===== src/pcs_pkg.sv =====
// ----------------------------------------------------------------------------
// pcs_pkg
// Types, constants and the palette table shared by the color shift pipeline.
// ----------------------------------------------------------------------------
package pcs_pkg;

    localparam int MAX_SLOTS     = 16;
    localparam int SLOT_W        = 4;
    localparam int DIST_W        = 18;
    localparam int SCALED_W      = 31;
    localparam int LIM_W         = 32;
    localparam int PP_W          = 14;
    localparam int QUO_W         = 32;
    localparam int ROOT_STEPS    = 16;
    localparam int FRAC_W        = 16;
    localparam int PROD_W        = 24;
    localparam int PERCENT_W     = 7;

    localparam logic [17:0] FULL_RANGE_SQ = 18'd195075;
    localparam logic [13:0] DIST_SCALE    = 14'd10000;
    localparam logic [23:0] ROUND_HALF    = 24'd32768;

    typedef struct packed {
        logic [7:0] red_in;
        logic [7:0] green_in;
        logic [7:0] blue_in;
    } t_pix_in;

    typedef struct packed {
        logic [7:0] red_out;
        logic [7:0] green_out;
        logic [7:0] blue_out;
        logic [2:0] nearest_index;
    } t_pix_out;

    typedef enum logic [1:0] {
        MODE_PASS,
        MODE_SNAP,
        MODE_MOVE
    } t_mode;

    // Per-transaction data that rides along with the arithmetic
    typedef struct packed {
        t_pix_in           pix;
        logic [SLOT_W-1:0] idx;
        t_mode             mode;
    } t_side;

    // Palette color as {red, green, blue}
    function automatic logic [23:0] pal_rgb(input logic [SLOT_W-1:0] idx);
        logic [23:0] c;
        case (idx)
            4'd1:    c = {8'd20,  8'd245, 8'd60};
            4'd2:    c = {8'd255, 8'd68,  8'd253};
            4'd3:    c = {8'd255, 8'd255, 8'd255};
            4'd5:    c = {8'd255, 8'd106, 8'd60};
            4'd6:    c = {8'd20,  8'd207, 8'd253};
            4'd7:    c = {8'd255, 8'd255, 8'd255};
            default: c = 24'd0;
        endcase
        return c;
    endfunction

endpackage


===== src/pcs_blend.sv =====
// ----------------------------------------------------------------------------
// pcs_blend
// Scales each channel's step toward the palette color and picks the result.
// ----------------------------------------------------------------------------
module pcs_blend
    import pcs_pkg::*;
(
    input  logic              i_clk,
    input  logic              i_rst_n,
    input  logic              i_en,
    input  logic              i_valid,
    input  t_side             i_side,
    input  logic [FRAC_W-1:0] i_factor,
    output logic              o_valid,
    output t_pix_out          o_pix
);

    logic              r_v;
    t_side             r_sd;
    logic [PROD_W-1:0] r_prod [3];
    logic [2:0]        r_up;

    logic [7:0]        c_in   [3];
    logic [7:0]        t_in   [3];
    logic [7:0]        c_r    [3];
    logic [7:0]        t_r    [3];
    logic [PROD_W-1:0] n_prod [3];
    logic [2:0]        n_up;
    logic [7:0]        moved  [3];
    logic [7:0]        sel    [3];
    logic [23:0]       pal_in;
    logic [23:0]       pal_r;
    logic [PROD_W-1:0] rnd;

    assign pal_in = pal_rgb(i_side.idx);
    assign pal_r  = pal_rgb(r_sd.idx);

    always_comb begin
        c_in[0] = i_side.pix.red_in;
        c_in[1] = i_side.pix.green_in;
        c_in[2] = i_side.pix.blue_in;
        t_in[0] = pal_in[23:16];
        t_in[1] = pal_in[15:8];
        t_in[2] = pal_in[7:0];
        c_r[0]  = r_sd.pix.red_in;
        c_r[1]  = r_sd.pix.green_in;
        c_r[2]  = r_sd.pix.blue_in;
        t_r[0]  = pal_r[23:16];
        t_r[1]  = pal_r[15:8];
        t_r[2]  = pal_r[7:0];
        rnd     = '0;
        for (int k = 0; k < 3; k++) begin
            n_up[k]   = t_in[k] >= c_in[k];
            n_prod[k] = (n_up[k] ? (t_in[k] - c_in[k]) : (c_in[k] - t_in[k])) * i_factor;
        end
        for (int k = 0; k < 3; k++) begin
            rnd      = (r_prod[k] + ROUND_HALF) >> FRAC_W;
            moved[k] = r_up[k] ? (c_r[k] + rnd[7:0]) : (c_r[k] - rnd[7:0]);
            case (r_sd.mode)
                MODE_PASS: sel[k] = c_r[k];
                MODE_SNAP: sel[k] = t_r[k];
                MODE_MOVE: sel[k] = moved[k];
                default:   sel[k] = c_r[k];
            endcase
        end
    end

    always_ff @(posedge i_clk) begin
        if (!i_rst_n) begin
            r_v     <= 1'b0;
            o_valid <= 1'b0;
        end else if (i_en) begin
            r_v     <= i_valid;
            o_valid <= r_v;
        end
    end

    always_ff @(posedge i_clk) begin
        if (i_en) begin
            r_sd                <= i_side;
            r_prod              <= n_prod;
            r_up                <= n_up;
            o_pix.red_out       <= sel[0];
            o_pix.green_out     <= sel[1];
            o_pix.blue_out      <= sel[2];
            o_pix.nearest_index <= r_sd.idx[2:0];
        end
    end

endmodule


===== config.mk =====
export PLATFORM = sky130hd
export DESIGN_NAME = pcs_blend
export DESIGN_NICKNAME = d
export VERILOG_FILES = /design/src/pcs_pkg.sv /design/src/pcs_blend.sv
export SDC_FILE = /design/constraint.sdc
export NUM_CORES = 1
export LEC_CHECK = 0
export ABC_CLOCK_PERIOD_IN_PS = 9290
export BUFFER_PORTS_ARGS = -buffer_cell sky130_fd_sc_hd__buf_2
export CORE_AREA = 2 2 207 209
export CTS_BUF_LIST = sky130_fd_sc_hd__clkbuf_8 sky130_fd_sc_hd__clkbuf_16
export DETAILED_ROUTE_END_ITERATION = 12
export DIE_AREA = 0 0 209 211
export HOLD_SLACK_MARGIN = 0.06
export PLACE_DENSITY = 0.8
export SYNTH_ARGS = -nofsm -noshare
export SYNTH_HDL_FRONTEND = slang
export SYNTH_SLANG_ARGS = --single-unit

===== constraint.sdc =====
create_clock -name i_clk -period 9.29 [get_ports i_clk]
set_input_delay 0.4645 -clock i_clk [delete_from_list [all_inputs] [get_ports i_clk]]
set_output_delay 0.4645 -clock i_clk [all_outputs]
set_load 0.02 [all_outputs]

# Yosys cells after proc, flatten, opt, wreduce, memory -nomap -nowiden
# Index checks and enable logic that the tools add are counted.
[word_totals]
ff_bits = 134
inputBits = 50
out_inout_bits = 28
elab_cells = 63
[op_classes]
add_sub_neg = 15
mul = 3
order_cmp = 3
n_eq_ne = 14
n_mux = 11
reduce_logical = 2
[op_table]
columns = ["operator", "n"]
rows = [
  ["$pmux 24 s5", 2],
  ["$add 24x16->24 const B", 3],
  ["$mul 24x16->24", 3],
  ["$mux 24", 3],
  ["$sub 8x8->9", 6],
  ["$pmux 8 s2", 3],
  ["$add 8x8->8", 3],
  ["$eq 4x3->1 const B", 6],
  ["$ge 8x8->1", 3],
  ["$mux 8", 3],
  ["$sub 8x8->8", 3],
  ["$eq 4x2->1 const B", 4],
  ["$eq 4x1->1 const B", 2],
  ["$reduce_or 2->1", 2],
  ["$eq 2x1->1 const B", 1],
  ["$eq 2x2->1 const B", 1],
]

# Longest topological paths before layout
[depth]
word_depth = 6
depth_mapped = 39
mapped_depth_nobuf = 37

# Least setup slack after synthesis
# No wires, ideal clock.
[synth_path]
path_type = "input-to-reg"
start = "input port i_side[3] (netlist name)"
end = "register r_prod[47] (netlist name) (data pin)"
t_arrival_ns = 8.697
path_slack_ns = 0.325
path_stages = 34
path_buffers = 1
cell_sequence = "o21ai_0 a21o_1 inv_1 ha_1 a21o_1 a21oi_1 o211ai_2 a221oi_1 a21oi_1 a221o_1 a211oi_1 o21a_1 buf_2 nand2_1 fa_1 inv_1 fa_1 fa_1 inv_1 fa_1 inv_1 fa_1 inv_1 fa_1 inv_1 ha_1 a211oi_1 nor2_1 o41a_1 a2111oi_2 nor4_1 a31o_2 a211o_1 xnor3_1"
[synth_rtl]
columns = ["item", "line_no", "rtl"]
rows = [
  ["start, declared", "pcs_blend.sv:12", "input t_side i_side,"],
  ["end signal, assigned", "pcs_blend.sv:81", "r_prod <= n_prod;"],
  ["end, declared", "pcs_blend.sv:20", "logic [PROD_W-1:0] r_prod [3];"],
]

==> impl_metrics.json <==
{
  "synth-simple-area-share_pct": 13.6,
  "cp-startpoint": "i_side[3]",
  "dpl_worst_slack_ps": -409,
  "cts_sinks": 89,
  "critPathRequiredTime_ps": 9410,
  "netlist-cell-type-count": 81,
  "grtUsageTotal_pct": 27.3,
  "period_share_pct": 95.9,
  "chipHeight_um": 211,
  "maxSlewViolCount": 0,
  "worstSetupPathType": "input port to register",
  "clock_latency_ps": 370,
  "fin_nets": 3494,
  "die_area_um2": 44100,
  "antenna_found_initial": 2,
  "hold_violations": 0,
  "cpMostUsedCell": "inv_1",
  "synth_top_family_by_area": "adder cells",
  "tns_ps": 0,
  "hp-class": "input port to register",
  "dr.pass1.iters": 7,
  "clock.fmax_mhz": 112,
  "cap_violations": 0,
  "drc": 0,
  "relSlewSlack_pct": 28.0,
  "synthXorXnorAreaFrac_pct": 4.93,
  "clockBufferDepth": 2,
  "setup_slack_ps": 379,
  "synth_warnings": 0,
  "globalplace.congestion": 0.887,
  "fin_skew_ps": 7.84,
  "worst_path_max_delay_cell": "fa_1",
  "first_global_vias": 20000,
  "startpoint_type": "input port",
  "yosysSeqAreaShare_pct": 10.7,
  "final-setup-viol-count": 0,
  "hpwlAfterDp_mm": 46.9,
  "crit_fanout": 9,
  "syn_area_um2": 24900,
  "r2r_start": "r_prod[15]",
  "layout_commonest_cell": "inv_1",
  "rows": 75,
  "grt_overflow": 0,
  "syn_to_final_growth_pct": 7.13,
  "slowest_delay_ps": 550,
  "grt_pass1_wl_mm": 96.2,
  "fin_crit_ps": 8910,
  "netlist_instances": 2643,
  "wire_per_inst_um": 17.5,
  "synth_edf_count": 87,
  "muxShareOfSynthArea_pct": 1.60,
  "min_from": "i_side[1]",
  "critPathBufInv": 10,
  "cts_tree": "done",
  "cp_data_arrival_time_ps": 9030,
  "cp_top_family": "adder cells",
  "first_iter_violations": 1093,
  "syn_nets": 3412,
  "ys_seq_elements": 89,
  "clk_pin_slew_ps": 70,
  "ios": 78,
  "die_w_um": 209,
  "grt_max_degree": 80,
  "run_status": "finished clean",
  "cts_buffers": 9,
  "tightest_slew_ps": 1080,
  "wl_mm": 57.1,
  "root_buffer": "clkbuf_16",
  "final_cell_mix": "inv_1, fa_1, ha_1",
  "ant_nets": 0,
  "placed_area_um2": 26200,
  "coreArea_um2": 41800,
  "endpoint_kind": "register",
  "yosys_most_used_dff": "edfxtp_1",
  "syn_avg_cell_area_um2": 9.42,
  "drive_above_1_share_pct": 9.05,
  "yosys.area_share.adder_pct": 50.6,
  "cts.htree.levels": 3,
  "final_area_um2": 26700,
  "vias": 18100,
  "port_buffers": 77,
  "synthArstFlopShare_pct": 0,
  "start_util_pct": 59.6,
  "synth_compound_area_share_pct": 7.24,
  "vias_per_cell": 5.54,
  "ctsHoldBuffers": 0
}
## path summary, 6_finish.rpt
kind / endpoint / slack (ps) / depth (start not counted)
setup reg to reg: o_pix[10] / 5650 / 15
hold reg to reg: o_valid / 530 / 2
setup / recovery: r_prod[69] / 380 / 37
hold / removal: r_sd[1] / 270 / 1
## layer usage
metal | vias to the layer above | share of wire, % | GRT usage [%]
met3 | 122 | 6.0 | 3.23
met1 | 9177 | 41 | 35.4
met5 | - | 0 | 0
li1 | 8200 | - | -
met4 | 0 | 2.9 | 8.89
met2 | 616 | 50 | 48.0
## synthesized netlist by cell type (all sizes together) (3+ instances only)
library cell,number,share of area [%]
mux2i,21,0.89
mux2,15,0.71
and2,212,5.3
o31ai,3,0.15
a211oi,6,0.20
o211ai,7,0.29
fa,480,39
nor3,13,0.31
or3,5,0.13
nand2b,40,1.0
edfxtp,87,10
clkbuf,75,1.1
a31oi,18,0.48
a221oi,5,0.25
a211o,5,0.18
nand2,227,3.4
nand4,12,0.30
o21bai,6,0.18
xnor2,106,3.8
o22ai,7,0.18
and3,9,0.23
a41oi,3,0.11
inv,643,9.7
a21oi,105,2.2
or2,5,0.13
o21a,9,0.27
o21ai,35,0.72
nand3,18,0.36
o311ai,3,0.11
a21o,35,1.1
a21boi,4,0.17
nor2,53,0.80
ha,239,12
nor2b,48,1.2
and4,4,0.14
xor2,30,1.1
buf,20,0.54
## registers in the layout, summed over array words and instances (netlist names)
register	cells
o_pix	27
r_prod	27
c_r	24
r_sd	6
r_up	3
o_valid	1
r_v	1
## cell type report
type | count | area (µm²)
inverter | 643 | 2420
fill | 3218 | 15100
clock buffer | 9 | 225
timing repair buffer | 166 | 1070
sequential | 89 | 2650
clock inverter | 7 | 90.1
tap | 539 | 674
multi-input combinational | 1816 | 19500
antenna | 1 | 2.50
## metrics by stage
step           hold slack, ps  cells  utilization (%)
3_5_place_dp              520   3253             62.8
6_report                  273   3270             63.9
3_3_place_gp              490   3253             62.8
4_1_cts                   265   3269             63.6
2_1_floorplan             482   2643                -
5_1_grt                   266   3270             63.9
## what timing repair did
item	in CTS	in global routing
pin swaps	0	4
resized for setup	1	28
buffers inserted	0	0
cloned	0	0
setup endpoints to repair	2	16
## cells by family after synthesis
kind of cell	count (synthesis)
buffers and inverters	738
flip-flops	89
AO/OA/AOI/OAI	271
multiplexers	36
adder cells (fa/ha/maj)	720
AND/OR/NAND/NOR	652
XOR/XNOR	137
Power is not shown: default switching activity piles up to over one toggle a cycle in this logic, so the estimate is an artifact.
