--- src/pcs_pkg.sv ---
// ----------------------------------------------------------------------------
// pcs_pkg
// Types, constants and the palette table shared by the color shift pipeline.
// ----------------------------------------------------------------------------
package pcs_pkg;

    localparam int MAX_SLOTS     = 16;
    localparam int SLOT_W        = 4;
    localparam int DIST_W        = 18;
    localparam int SCALED_W      = 31;
    localparam int LIM_W         = 32;
    localparam int PP_W          = 14;
    localparam int QUO_W         = 32;
    localparam int ROOT_STEPS    = 16;
    localparam int FRAC_W        = 16;
    localparam int PROD_W        = 24;
    localparam int PERCENT_W     = 7;

    localparam logic [17:0] FULL_RANGE_SQ = 18'd195075;
    localparam logic [13:0] DIST_SCALE    = 14'd10000;
    localparam logic [23:0] ROUND_HALF    = 24'd32768;

    typedef struct packed {
        logic [7:0] red_in;
        logic [7:0] green_in;
        logic [7:0] blue_in;
    } t_pix_in;

    typedef struct packed {
        logic [7:0] red_out;
        logic [7:0] green_out;
        logic [7:0] blue_out;
        logic [2:0] nearest_index;
    } t_pix_out;

    typedef enum logic [1:0] {
        MODE_PASS,
        MODE_SNAP,
        MODE_MOVE
    } t_mode;

    // Per-transaction data that rides along with the arithmetic
    typedef struct packed {
        t_pix_in           pix;
        logic [SLOT_W-1:0] idx;
        t_mode             mode;
    } t_side;

    // Palette color as {red, green, blue}
    function automatic logic [23:0] pal_rgb(input logic [SLOT_W-1:0] idx);
        logic [23:0] c;
        case (idx)
            4'd1:    c = {8'd20,  8'd245, 8'd60};
            4'd2:    c = {8'd255, 8'd68,  8'd253};
            4'd3:    c = {8'd255, 8'd255, 8'd255};
            4'd5:    c = {8'd255, 8'd106, 8'd60};
            4'd6:    c = {8'd20,  8'd207, 8'd253};
            4'd7:    c = {8'd255, 8'd255, 8'd255};
            default: c = 24'd0;
        endcase
        return c;
    endfunction

endpackage

--- src/pcs_isqrt.sv ---
// ----------------------------------------------------------------------------
// pcs_isqrt
// Integer square root of a 32-bit value, one result bit per stage.
// ----------------------------------------------------------------------------
module pcs_isqrt
    import pcs_pkg::*;
(
    input  logic              i_clk,
    input  logic              i_rst_n,
    input  logic              i_en,
    input  logic              i_valid,
    input  t_side             i_side,
    input  logic [QUO_W-1:0]  i_val,
    output logic              o_valid,
    output t_side             o_side,
    output logic [FRAC_W-1:0] o_root
);

    logic             r_v   [ROOT_STEPS];
    t_side            r_sd  [ROOT_STEPS];
    logic [QUO_W-1:0] r_val [ROOT_STEPS];
    logic [QUO_W-1:0] r_res [ROOT_STEPS];

    logic             s_v   [ROOT_STEPS+1];
    t_side            s_sd  [ROOT_STEPS+1];
    logic [QUO_W-1:0] s_val [ROOT_STEPS+1];
    logic [QUO_W-1:0] s_res [ROOT_STEPS+1];

    assign s_v[0]   = i_valid;
    assign s_sd[0]  = i_side;
    assign s_val[0] = i_val;
    assign s_res[0] = '0;

    genvar g;
    generate
        for (g = 0; g < ROOT_STEPS; g++) begin : g_stage
            localparam logic [QUO_W-1:0] BIT = QUO_W'(1) << (QUO_W - 2 - 2*g);
            logic [QUO_W:0] trial;
            logic           ge;
            assign trial = {1'b0, s_res[g]} + {1'b0, BIT};
            assign ge    = {1'b0, s_val[g]} >= trial;

            always_ff @(posedge i_clk) begin
                if (!i_rst_n) begin
                    r_v[g] <= 1'b0;
                end else if (i_en) begin
                    r_v[g] <= s_v[g];
                end
            end

            always_ff @(posedge i_clk) begin
                if (i_en) begin
                    r_sd[g]  <= s_sd[g];
                    r_val[g] <= ge ? (s_val[g] - trial[QUO_W-1:0]) : s_val[g];
                    r_res[g] <= ge ? ((s_res[g] >> 1) + BIT) : (s_res[g] >> 1);
                end
            end

            assign s_v[g+1]   = r_v[g];
            assign s_sd[g+1]  = r_sd[g];
            assign s_val[g+1] = r_val[g];
            assign s_res[g+1] = r_res[g];
        end
    endgenerate

    assign o_valid = s_v[ROOT_STEPS];
    assign o_side  = s_sd[ROOT_STEPS];
    assign o_root  = s_res[ROOT_STEPS][FRAC_W-1:0];

endmodule

--- config.mk ---
export PLATFORM = sky130hd
export DESIGN_NAME = pcs_isqrt
export DESIGN_NICKNAME = d
export VERILOG_FILES = /design/src/pcs_pkg.sv /design/src/pcs_isqrt.sv
export SDC_FILE = /design/constraint.sdc
export NUM_CORES = 1
export LEC_CHECK = 0
export BUFFER_PORTS_ARGS = -buffer_cell sky130_fd_sc_hd__buf_2
export CAP_MARGIN = 20
export CORE_AREA = 2 2 286 288
export DETAILED_ROUTE_END_ITERATION = 12
export DIE_AREA = 0 0 288 290
export GPL_TIMING_DRIVEN = 0
export PLACE_DENSITY = 0.68
export SLEW_MARGIN = 20
export SYNTH_ARGS = -nofsm -noshare
export SYNTH_HDL_FRONTEND = slang
export SYNTH_SLANG_ARGS = --single-unit
export TNS_END_PERCENT = 5
--- constraint.sdc ---
create_clock -name i_clk -period 4.15 [get_ports i_clk]
set_clock_uncertainty 0.1 [all_clocks]
set_input_delay 0.83 -clock i_clk [delete_from_list [all_inputs] [get_ports i_clk]]
set_output_delay 0.83 -clock i_clk [all_outputs]
set_load 0.01 [all_outputs]
After elaboration in Yosys (flattened, before gate mapping). Memories as Yosys holds them, arrays and structs flattened. Index checks and enable logic that the tools add are counted.

Bits in writable memories: 1520. Input bits: 66. Memories: 4. Word-level logic and storage cells: 135. Bits in registers: 0. Output and inout port bits: 47.

Bitwise gates (word level): 16. Add/subtract/negate cells: 46. Magnitude comparators: 16. Muxes and demuxes: 53.

Memories: r_res (depth 16, bits a word 32, read ports 16, clocked after Yosys merged registers in 0, write ports 16, RTL line pcs_isqrt.sv:22) `logic [QUO_W-1:0] r_res [ROOT_STEPS];`; r_val (depth 16, bits a word 32, read ports 15, clocked after Yosys merged registers in 0, write ports 16, RTL line pcs_isqrt.sv:21) `logic [QUO_W-1:0] r_val [ROOT_STEPS];`; r_sd (depth 16, bits a word 30, read ports 16, clocked after Yosys merged registers in 0, write ports 16, RTL line pcs_isqrt.sv:20) `t_side r_sd [ROOT_STEPS];`; r_v (depth 16, bits a word 1, read ports 16, clocked after Yosys merged registers in 0, write ports 16, RTL line pcs_isqrt.sv:19) `logic r_v [ROOT_STEPS];`.

Operators with widths (number): $mux 32 (31); $ge 32x33->1 (15); $sub 32x32->32 (15); $add 32x1->33 const B (1); $add 32x11->33 const B (1); $add 32x13->33 const B (1); $add 32x15->33 const B (1); $add 32x17->33 const B (1); $add 32x19->33 const B (1); $add 32x21->33 const B (1); $add 32x23->33 const B (1); $add 32x25->33 const B (1); $add 32x27->33 const B (1); $add 32x29->33 const B (1); $add 32x3->33 const B (1); $add 32x5->33 const B (1); $add 32x7->33 const B (1); $add 32x9->33 const B (1); $add 31x1->32 const B (1); $add 31x11->32 const B (1); $add 31x13->32 const B (1); $add 31x15->32 const B (1); $add 31x17->32 const B (1); $add 31x19->32 const B (1); other kinds (14) (49).

Depth between registers and ports, before layout.
Depth in word-level cells: 4. Gate-level depth with buffers: 13. Depth with buffers taken out: 10.

Least setup slack after synthesis. Ideal clock, no wire load.

Path type: flip-flop to flip-flop. Start: memory r_val[12][6], in the netlist r_val[1][134]. End: memory r_val[13][26], in the netlist r_val[1][186] (data pin). Clock period less this slack: 2.968 ns. Path buffers: 0. Required time: 3.792 ns. Cell stages (with the launch flop): 9. Data arrival time: 2.610 ns. Setup time: 0.258 ns. Setup slack: 1.182 ns. Cell sequence: edfxtp_1 -> ha_1 -> o21ai_0 -> a211oi_1 -> a21oi_1 -> o21a_1 -> o32a_1 -> or4b_1 -> xnor2_1.

RTL lines (RTL line): start, declared (pcs_isqrt.sv:21).

==> results.json <==
{
  "outcome": "finished, final reports clean",
  "min_path_type": "in2reg",
  "drc": 0,
  "ios": 113,
  "grt_remaining_overflow": 0,
  "path_clk_slew_ps": 60,
  "cts_tree": "built",
  "gp_congestion": 0.9377,
  "nets": 3193,
  "synth_edf_count": 1111,
  "finalHoldViolCount": 0,
  "crit_fanout": 10,
  "cts_hold_buf": 0,
  "antenna_found_initial": 0,
  "syn_nets": 2964,
  "place_hpwl_mm": 47.47,
  "initial_core_util_pct": 54.87,
  "yosysWarnings": 0,
  "power_density_nw_per_um2": 533.4,
  "rsz0062_at_grt": "false",
  "cts_resized": 0,
  "port_buffers": 112,
  "dpl_cell_area_um2": 46070,
  "grt_pass1_vias": 23120,
  "worst_pin_slew_ps": 1071,
  "htree_levels": 3,
  "synthTopCellsByArea": "edfxtp_1, ha_1, xor2_1, xnor2_1, inv_1",
  "crit_type": "reg2reg",
  "firstDrtPassIters": 5,
  "syn_area_um2": 43980,
  "leakagePower_uw": 0.01815,
  "die_x_um": 288,
  "synth.avg_cell_area_um2": 16.00,
  "synthArstFlopShare_pct": 0,
  "vias": 22490,
  "dr_wl_met3_mm": 2.423,
  "root_buffer": "clkbuf_16",
  "wire_per_inst_um": 16.86,
  "postCtsSetupBuffers": 0,
  "die_h_um": 290,
  "rows": 104,
  "met2WireLength_mm": 37.99,
  "via_per_inst": 5.449,
  "top_layer": "met4",
  "vdd_drop_max_uv": 423.0,
  "ys_ff_latch": 1112,
  "synth_cells": 2748,
  "maxSlewHeadroom_pct": 27.65,
  "coreArea_um2": 80160,
  "required_ps": 4440,
  "clock.fmax_ghz": 0.2683,
  "drive_gt1_share_pct": 10.11,
  "grt_usage_pct": 16.82,
  "fin_area_um2": 49540,
  "drv_slew": 0,
  "synth.distinct_cells": 81,
  "synth_flop_cell": "edfxtp_1",
  "synth_top_area_share_pct": 75.86,
  "drt_wl_total_mm": 69.60,
  "cts.sinks": 1112,
  "arrival_ps": 4020,
  "drtAntennaViolNets": 0,
  "cts_buffers": 107,
  "die_area_um2": 83520,
  "worstSkewPairLatency_ps": 690,
  "r2r_slack_ps": 420,
  "clk_path_buf_depth": 3,
  "insertedDiodeCount": 0,
  "final_common_cell": "edfxtp_1",
  "finalSetupViolations": 0,
  "period_share_pct": 89.83,
  "grt_pass1_wl_mm": 113.4,
  "area_growth_pct": 12.65,
  "grt_max_degree": 158,
  "ys_seq_area_share_pct": 75.91,
  "start_kind": "register",
  "min_period_ps": 3728,
  "drt_iter0_drc": 1295,
  "drv_cap": 0,
  "tns_ps": 0,
  "wl_met1_mm": 26.68,
  "crit_path_end_kind": "register",
  "mostFrequentLayoutCells": "edfxtp_1, inv_1, ha_1, nor2_1, nand2_1",
  "yosysTopAreaCell": "edfxtp_1"
}
[state kept, by name (all words and copies together) (netlist names)]
signal / cells
r_sd: 480
r_res: 136
r_v: 16
r_val: 480
[final timing paths]
kind,from,end,cells past startpoint
setup / recovery,r_res[11][13],r_val[1][138],9
hold / removal,i_side[26],r_sd[0][26],1
setup reg to reg,r_res[11][13],r_val[1][138],9
hold reg to reg,r_sd[10][3],r_sd[11][3],0
[layer usage]
| metal | vias up | GRT usage, % |
|---|---|---|
| met2 | 474 | 31.76 |
| li1 | 10950 | - |
| met5 | - | 0 |
| met1 | 10900 | 18.43 |
| met4 | 0 | 7.658 |
| met3 | 162 | 2.469 |
[final cells by class]
cell class              count  area, um2
multi-input cells        1421       9763
plain buffers              40      172.7
repair buffers            120      773.2
clock buffers             139       2798
fillers                  5800      30610
inverters                 175      661.9
flip-flops and latches   1112      33380
clock inverters            60      665.6
well taps                1060       1326
[Yosys cell counts (4+ instances only)]
| library cell | instances |
|---|---|
| clkbuf_1 | 27 |
| edfxtp_1 | 1111 |
| and2_1 | 5 |
| o211a_1 | 4 |
| nor4_1 | 76 |
| inv_1 | 172 |
| and3_1 | 24 |
| o211ai_1 | 10 |
| o21a_1 | 29 |
| a31oi_1 | 8 |
| nor4b_1 | 14 |
| ha_1 | 150 |
| o41ai_1 | 4 |
| nor2b_1 | 22 |
| or3_1 | 34 |
| nand4_1 | 30 |
| nor4bb_1 | 4 |
| mux2_2 | 14 |
| or4_1 | 18 |
| nand2b_1 | 33 |
| o31a_1 | 7 |
| nor2_1 | 146 |
| buf_2 | 8 |
| nor3_1 | 58 |
| and4b_1 | 4 |
| and4_1 | 6 |
| mux2i_1 | 6 |
| a211oi_1 | 14 |
| nand2_1 | 130 |
| xor2_1 | 99 |
| o31ai_1 | 13 |
| a21o_1 | 32 |
| xnor2_1 | 94 |
| a21oi_1 | 109 |
| o21ai_0 | 121 |
| a22o_1 | 4 |
| nand3b_1 | 4 |
| nand3_1 | 33 |
| or2_2 | 5 |
[cells by family after synthesis]
kind of cell,count (synthesis),synth area share (%)
adders and majority gates,150,4.268
buffers and inverters,215,1.898
AOI/OAI and AO/OA,396,5.625
muxes,20,0.4950
xor gates and xnor gates,193,3.844
and+or+nand+nor,662,7.966
DFF,1112,75.91
[where the power goes]
part / switching [uW] / total (uW) / internal, uW
clock: 3970 / 9330 / 5360
combinational: 1640 / 2830 / 1190
sequential: 576 / 14300 / 13700
[stage by stage]
stage                     std cells  worst slack, ps  total power (uW)  hold slack (ps)  util [%]
final                          4127            422.2             26430            205.5     61.81
after global routing           4127            135.3             27600            175.3     61.81
after CTS                      4126            355.6             26710            157.2     61.80
after detailed placement       3927            379.3             17310            304.5     57.48
after global placement         3920           -14830             17500            300.2     57.22
after floorplan                2748             1182             16300            300.3         -
[critical path: stages, from the launching register on]
cell and delay (ps):
edfxtp_1 360, inv_1 60, ha_1 260, clkbuf_1 280, nand4_1 160, a221oi_1 550
o211ai_1 250, o211ai_1 500, clkbuf_1 530, mux2_2 410
(Power assumes the default switching activity.)
