**src/pcs_pkg.sv**
```systemverilog
// ----------------------------------------------------------------------------
// pcs_pkg
// Types, constants and the palette table shared by the color shift pipeline.
// ----------------------------------------------------------------------------
package pcs_pkg;

    localparam int MAX_SLOTS     = 16;
    localparam int SLOT_W        = 4;
    localparam int DIST_W        = 18;
    localparam int SCALED_W      = 31;
    localparam int LIM_W         = 32;
    localparam int PP_W          = 14;
    localparam int QUO_W         = 32;
    localparam int ROOT_STEPS    = 16;
    localparam int FRAC_W        = 16;
    localparam int PROD_W        = 24;
    localparam int PERCENT_W     = 7;

    localparam logic [17:0] FULL_RANGE_SQ = 18'd195075;
    localparam logic [13:0] DIST_SCALE    = 14'd10000;
    localparam logic [23:0] ROUND_HALF    = 24'd32768;

    typedef struct packed {
        logic [7:0] red_in;
        logic [7:0] green_in;
        logic [7:0] blue_in;
    } t_pix_in;

    typedef struct packed {
        logic [7:0] red_out;
        logic [7:0] green_out;
        logic [7:0] blue_out;
        logic [2:0] nearest_index;
    } t_pix_out;

    typedef enum logic [1:0] {
        MODE_PASS,
        MODE_SNAP,
        MODE_MOVE
    } t_mode;

    // Per-transaction data that rides along with the arithmetic
    typedef struct packed {
        t_pix_in           pix;
        logic [SLOT_W-1:0] idx;
        t_mode             mode;
    } t_side;

    // Palette color as {red, green, blue}
    function automatic logic [23:0] pal_rgb(input logic [SLOT_W-1:0] idx);
        logic [23:0] c;
        case (idx)
            4'd1:    c = {8'd20,  8'd245, 8'd60};
            4'd2:    c = {8'd255, 8'd68,  8'd253};
            4'd3:    c = {8'd255, 8'd255, 8'd255};
            4'd5:    c = {8'd255, 8'd106, 8'd60};
            4'd6:    c = {8'd20,  8'd207, 8'd253};
            4'd7:    c = {8'd255, 8'd255, 8'd255};
            default: c = 24'd0;
        endcase
        return c;
    endfunction

endpackage

```
**src/pcs_nearest.sv**
```systemverilog
// ----------------------------------------------------------------------------
// pcs_nearest
// Palette distance, nearest-color search and limit comparison (3 stages).
// ----------------------------------------------------------------------------
module pcs_nearest
    import pcs_pkg::*;
#(
    parameter int PALETTE_SIZE = 8
) (
    input  logic                 i_clk,
    input  logic                 i_rst_n,
    input  logic                 i_en,
    input  logic                 i_valid,
    input  t_pix_in              i_pix,
    input  logic [PERCENT_W-1:0] i_percent,
    input  logic [LIM_W-1:0]     i_lim,
    output logic                 o_valid,
    output t_side                o_side,
    output logic [SCALED_W-1:0]  o_scaled,
    output logic [LIM_W-1:0]     o_lim
);

    logic                r_v1;
    t_pix_in             r_pix1;
    logic [DIST_W-1:0]   r_dist1 [MAX_SLOTS];

    logic                r_v2;
    t_pix_in             r_pix2;
    logic [SLOT_W-1:0]   r_idx2;
    logic [DIST_W-1:0]   r_dist2;

    logic [DIST_W-1:0]   ld [MAX_SLOTS];
    logic [SLOT_W-1:0]   li [MAX_SLOTS];
    logic [DIST_W-1:0]   n_dist1 [MAX_SLOTS];
    logic [SCALED_W-1:0] n_scaled;
    t_mode               n_mode;

    function automatic logic [15:0] sq_diff(input logic [7:0] a, input logic [7:0] b);
        logic [7:0] d;
        d = (a >= b) ? (a - b) : (b - a);
        return d * d;
    endfunction

    genvar g;
    generate
        for (g = 0; g < MAX_SLOTS; g++) begin : g_dist
            if (g < PALETTE_SIZE) begin : g_used
                logic [23:0] pc;
                assign pc = pal_rgb(SLOT_W'(g));
                assign n_dist1[g] = DIST_W'(sq_diff(i_pix.red_in, pc[23:16]))
                                  + DIST_W'(sq_diff(i_pix.green_in, pc[15:8]))
                                  + DIST_W'(sq_diff(i_pix.blue_in, pc[7:0]));
            end else begin : g_unused
                // Larger than any real distance: never wins
                assign n_dist1[g] = '1;
            end
        end
    endgenerate

    // Pairwise tree, lower index wins ties
    always_comb begin
        for (int k = 0; k < MAX_SLOTS; k++) begin
            ld[k] = r_dist1[k];
            li[k] = SLOT_W'(k);
        end
        for (int lev = 0; lev < SLOT_W; lev++) begin
            for (int k = 0; k < (MAX_SLOTS >> (lev + 1)); k++) begin
                if (ld[2*k] <= ld[2*k+1]) begin
                    ld[k] = ld[2*k];
                    li[k] = li[2*k];
                end else begin
                    ld[k] = ld[2*k+1];
                    li[k] = li[2*k+1];
                end
            end
        end
    end

    always_comb begin
        n_scaled = SCALED_W'(r_dist2) * SCALED_W'(DIST_SCALE);
        if (i_percent == '0) begin
            n_mode = MODE_PASS;
        end else if ({1'b0, n_scaled} <= i_lim) begin
            n_mode = MODE_SNAP;
        end else begin
            n_mode = MODE_MOVE;
        end
    end

    always_ff @(posedge i_clk) begin
        if (!i_rst_n) begin
            r_v1    <= 1'b0;
            r_v2    <= 1'b0;
            o_valid <= 1'b0;
        end else if (i_en) begin
            r_v1    <= i_valid;
            r_v2    <= r_v1;
            o_valid <= r_v2;
        end
    end

    always_ff @(posedge i_clk) begin
        if (i_en) begin
            r_pix1      <= i_pix;
            r_dist1     <= n_dist1;
            r_pix2      <= r_pix1;
            r_idx2      <= li[0];
            r_dist2     <= ld[0];
            o_side.pix  <= r_pix2;
            o_side.idx  <= r_idx2;
            o_side.mode <= n_mode;
            o_scaled    <= n_scaled;
            o_lim       <= i_lim;
        end
    end

endmodule

```
**config.mk**
```make
export PLATFORM = sky130hd
export DESIGN_NAME = pcs_nearest
export DESIGN_NICKNAME = d
export VERILOG_FILES = /design/src/pcs_pkg.sv /design/src/pcs_nearest.sv
export SDC_FILE = /design/constraint.sdc
export NUM_CORES = 2
export LEC_CHECK = 0
export BUFFER_PORTS_ARGS = -buffer_cell sky130_fd_sc_hd__buf_2
export CORE_MARGIN = 3
export CORE_UTILIZATION = 30
export DETAILED_ROUTE_END_ITERATION = 16
export MAX_ROUTING_LAYER = met4
export PLACE_DENSITY = 0.54
export RECOVER_POWER = 100
export SLEW_MARGIN = 20
export SYNTH_ARGS = -nofsm -noshare
export SYNTH_HDL_FRONTEND = slang
export SYNTH_SLANG_ARGS = --single-unit
export TNS_END_PERCENT = 5
```
**constraint.sdc**
```tcl
create_clock -name i_clk -period 27.4 [get_ports i_clk]
set_input_delay 2.74 -clock i_clk [delete_from_list [all_inputs] [get_ports i_clk]]
set_output_delay 2.74 -clock i_clk [all_outputs]
set_load 0.02 [all_outputs]
```
== Yosys cells after proc, flatten, opt, wreduce, memory -nomap -nowiden ==
Cells that the tools add are included.

* Register bits after elaboration: 270
* Input bits: 67
* Output and inout bits: 94
* Word-level logic and storage cells: 124

* Add/subtract/negate cells: 35
* Multipliers: 14
* Magnitude comparators: 22
* Multiplexer cells: 28
* Reductions and logical operators: 1

{| class="wikitable"
|+ Operators with widths
! operator !! number
|-
| $mul A8 B8 Y16 || 13
|-
| $le A18 B18 Y1 || 7
|-
| $mux W18 || 7
|-
| $add A17 B16 Y18 || 6
|-
| $mux W8 || 13
|-
| $add A16 B16 Y17 || 6
|-
| $ge A8 B8 Y1 const B || 6
|-
| $sub A8 B8 Y8 const A || 6
|-
| $sub A8 B8 Y8 const B || 6
|-
| $le A31 B32 Y1 || 1
|-
| $mul A18 B10 Y27 const B || 1
|-
| $ge A8 B1 Y1 const B || 3
|-
| $sub A1 B8 Y8 const A || 3
|-
| $le A18 B18 Y1 const B || 1
|-
| $ge A8 B7 Y1 const B || 2
|-
| $sub A7 B8 Y8 const A || 2
|-
| $sub A8 B7 Y8 const B || 2
|-
| $mux W4 || 3
|-
| $ge A8 B5 Y1 const B || 1
|-
| $ge A8 B6 Y1 const B || 1
|-
| $sub A5 B8 Y8 const A || 1
|-
| $sub A6 B8 Y8 const A || 1
|-
| $sub A8 B5 Y8 const B || 1
|-
| $sub A8 B6 Y8 const B || 1
|-
| 3 further kinds || 6
|}

== Logic depth before layout (Yosys ltp) ==
* Depth in word-level cells: 7
* Depth in mapped cells: 44

== Worst setup path after synthesis ==
OpenSTA, ideal clock, no wires.

* Path type: in2reg
* Start point: input i_pix[16] (netlist bit)
* End point: register r_dist1[177] (netlist bit) (data pin)
* Library setup time: 0.259 ns
* Arrival time: 11.627 ns
* Path slack: 15.514 ns
* Cell stages on the path: 35
* Buffers on the path: 2
* Cells stage by stage: clkbuf_1 > inv_1 > clkbuf_1 > ha_1 > nand2_1 > nand2_1 > a2111oi_4 > a21oi_1 > xnor2_1 > nor2_1 > ha_1 > xor2_1 > ha_1 > inv_1 > fa_1 > fa_1 > inv_1 > ha_1 > a21oi_1 > xnor2_1 > fa_1 > fa_1 > inv_1 > fa_1 > fa_1 > inv_1 > fa_1 > inv_1 > ha_1 > a21o_1 > a31oi_1 > o2111ai_1 > a31o_2 > a21oi_1 > xnor2_1

{| class="wikitable"
|+ RTL lines
! item !! line !! RTL
|-
| start, declared || pcs_nearest.sv:14 || <nowiki>input t_pix_in i_pix,</nowiki>
|-
| end signal, assigned || pcs_nearest.sv:105 || <nowiki>r_dist1 <= n_dist1;</nowiki>
|-
| end, declared || pcs_nearest.sv:25 || <nowiki>logic [DIST_W-1:0] r_dist1 [MAX_SLOTS];</nowiki>
|}

==> impl_metrics.toml <==
[run_status]
outcome = "finished with violations"
violations = "capacitance limit, slew limit"

[die]
die-area_um2 = 150000
die-width_um = 388
die_y_um = 388
core_area_um2 = 144000
ios = 161
rows = 139
start_util_pct = 30.3

[finish]
multi_input_area_um2 = 31200
syn_to_final_growth_pct = 9.17
nNetsFinal = 6042
drive_above_1_share_pct = 3.48
regArea_um2 = 8020
num-fill-cells = 14900

[yosys]
synth_edf_count = 265
netlist_area_um2 = 43700
yosysWarnings = 0
synth_top_area_cell = "fa_1"
synthFlopType = "edfxtp_1"
yosys.cell_types.count = 84
avgSynthCellArea_um2 = 9.57
ys_async_sr_fraction_pct = 0
synth_top_area_share_pct = 26.0
ys_seq_area_share_pct = 18.3
ys_ff_latch = 268
synthTopCellsByCount = "inv_1, ha_1, fa_1"
synthCells = 4568
yosys-top-cells-area = "fa_1, ha_1, edfxtp_1"
synth.most_common_cell = "inv_1"

[routing]
drt_drc_violations_left = 0
wirelength_um = 122000
final_antenna_net_count = 0
vias = 31100
viasPerCell = 4.67
dr.pass1.iters = 5
drt_iter0_markers = 1728
wl_per_cell_um = 18.3

[cts]
clockBufferDepth = 3
cts_setup_buffers = 0
clock_latency_ns = 0.61
cts_sinks = 268
numCtsBuffers = 35
htreeDepth = 2
ctsResizeCount = 0
cts_root_buf = "clkbuf_16"
cts_hold_buf = 0
clk_pin_slew_worst_paths_ns = 0.06
cts_tree = "yes"

[global_routing]
grt_util_all_layers_pct = 16.9
overflow = 0
antenna_found_initial = 0
grt_pass1_vias = 32500
grt_max_degree = 80
grt_pass1_wl_um = 191000

[sta]
finalHoldViolations = 0
slew_viol_final = 589
rsz0062_at_grt = "no"
tightest_slew_ns = 4.62
relSlewSlack_pct = -208
clock_skew_ns = 0.0584
fin_crit_sh_pct = 56.2
worst_slack_ns = 11.99
fmax_ghz = 0.0649
layout_min_cycle_time_ns = 15.41
tns_ns = 0
setup_viol = 0

[critical_path]
crit_fanout = 20
worst_setup_path_end_kind = "register"
crit_type = "in2reg"
required_ns = 27.71
rr_worst_depth = 30
critical_path.max_stage_delay_ns = 1.71
cp.arrival_ns = 15.72
crit_path_top_delay_cell = "a2111oi_0"
start_kind = "primary input"

[min_path]
hold_path.class = "reg2reg"
hold_path_depth = 0

[place]
hpwl_um = 103000
gp_congestion = 0.912
pre_cts_ws_ns = 14.11
port_buffers = 156

[run]
maxCapViolCount = 16
path summary, 6_finish.rpt:
| kind | start | endpoint | slack (ns) |
|---|---|---|---|
| setup reg to reg | r_dist1[153] | r_dist2[0] | 15.09 |
| hold reg to reg | r_pix2[4] | o_side[10] | 0.41 |
| hold / removal | r_pix2[4] | o_side[10] | 0.41 |
| setup / recovery | i_pix[16] | r_dist1[179] | 11.99 |
per-stage QoR:
| step | hold WS, ns | instances | util [%] | instance area [um^2] |
|---|---|---|---|---|
| finish | 0.412 | 6648 | 33.1 | 47700 |
| global route | 0.425 | 6646 | 33.1 | 47700 |
| CTS | 0.407 | 6646 | 33.3 | 48000 |
| detailed placement | 0.405 | 6584 | 32.5 | 46800 |
| global placement | 0.400 | 6584 | 32.5 | 46800 |
| floorplan | 0.400 | 4577 | - | 43800 |
worst max-delay path: cells and delay by family:
| kind | cells | cell delay [ns] |
|---|---|---|
| compound gates | 9 | 3.09 |
| xor+xnor | 3 | 1.26 |
| fa+ha+maj | 12 | 5.30 |
| buf+inv | 10 | 2.80 |
| simple gates | 4 | 0.48 |
registers in the layout, indices dropped and copies added (netlist names), 4 cells and up:
signal    flops
o_lim        32
o_side       30
r_dist2      18
r_dist1     106
o_scaled     27
r_idx2        4
r_pix2       24
r_pix1       24
layer usage:
metal	routed length [um]	track usage, %	share of wire (%)	up-vias
met2	55400	26.9	46	692
met4	3080	4.29	2.5	0
li1	-	-	-	15000
met1	56500	22.6	46	15300
met3	6690	2.49	5.5	110
met5	0	-	0	-
final cells by class:
type | count | share of cell area (%)
diodes | 2 | 0.0105
clock buffers | 42 | 1.89
clock inverters | 20 | 0.532
inverters | 1100 | 8.65
multi-input cells | 3118 | 65.4
flip-flops and latches | 268 | 16.8
well taps | 1903 | 4.99
repair buffers | 195 | 1.76
cell usage in the layout, fill, tap and decap left out, types with 32 or more instances in the layout:
master,count
a21o_1,60
edfxtp_1,265
fa_1,568
nand2_1,198
mux2i_1,89
o21ai_0,117
ha_1,689
inv_1,1091
xor2_1,58
o21a_1,39
nor3_1,54
clkbuf_1,157
nand3_1,47
a21oi_1,185
xnor2_1,175
nor2b_1,50
or2_2,32
clkbuf_16,35
nor2_1,402
cell families after synthesis:
logic type / Yosys count / share of synthesized area (%)
AND/OR/NAND/NOR: 927 / 9.64
buffers and inverters: 1191 / 10.4
adder cells (fa/ha/maj): 1257 / 45.7
AO/OA/AOI/OAI: 591 / 8.93
XOR/XNOR: 238 / 4.77
multiplexers: 94 / 2.17
other: 2 / 0.0172
flip-flops: 268 / 18.3
Power is not shown: default switching activity piles up to over one toggle a cycle in this logic, so the estimate is an artifact.
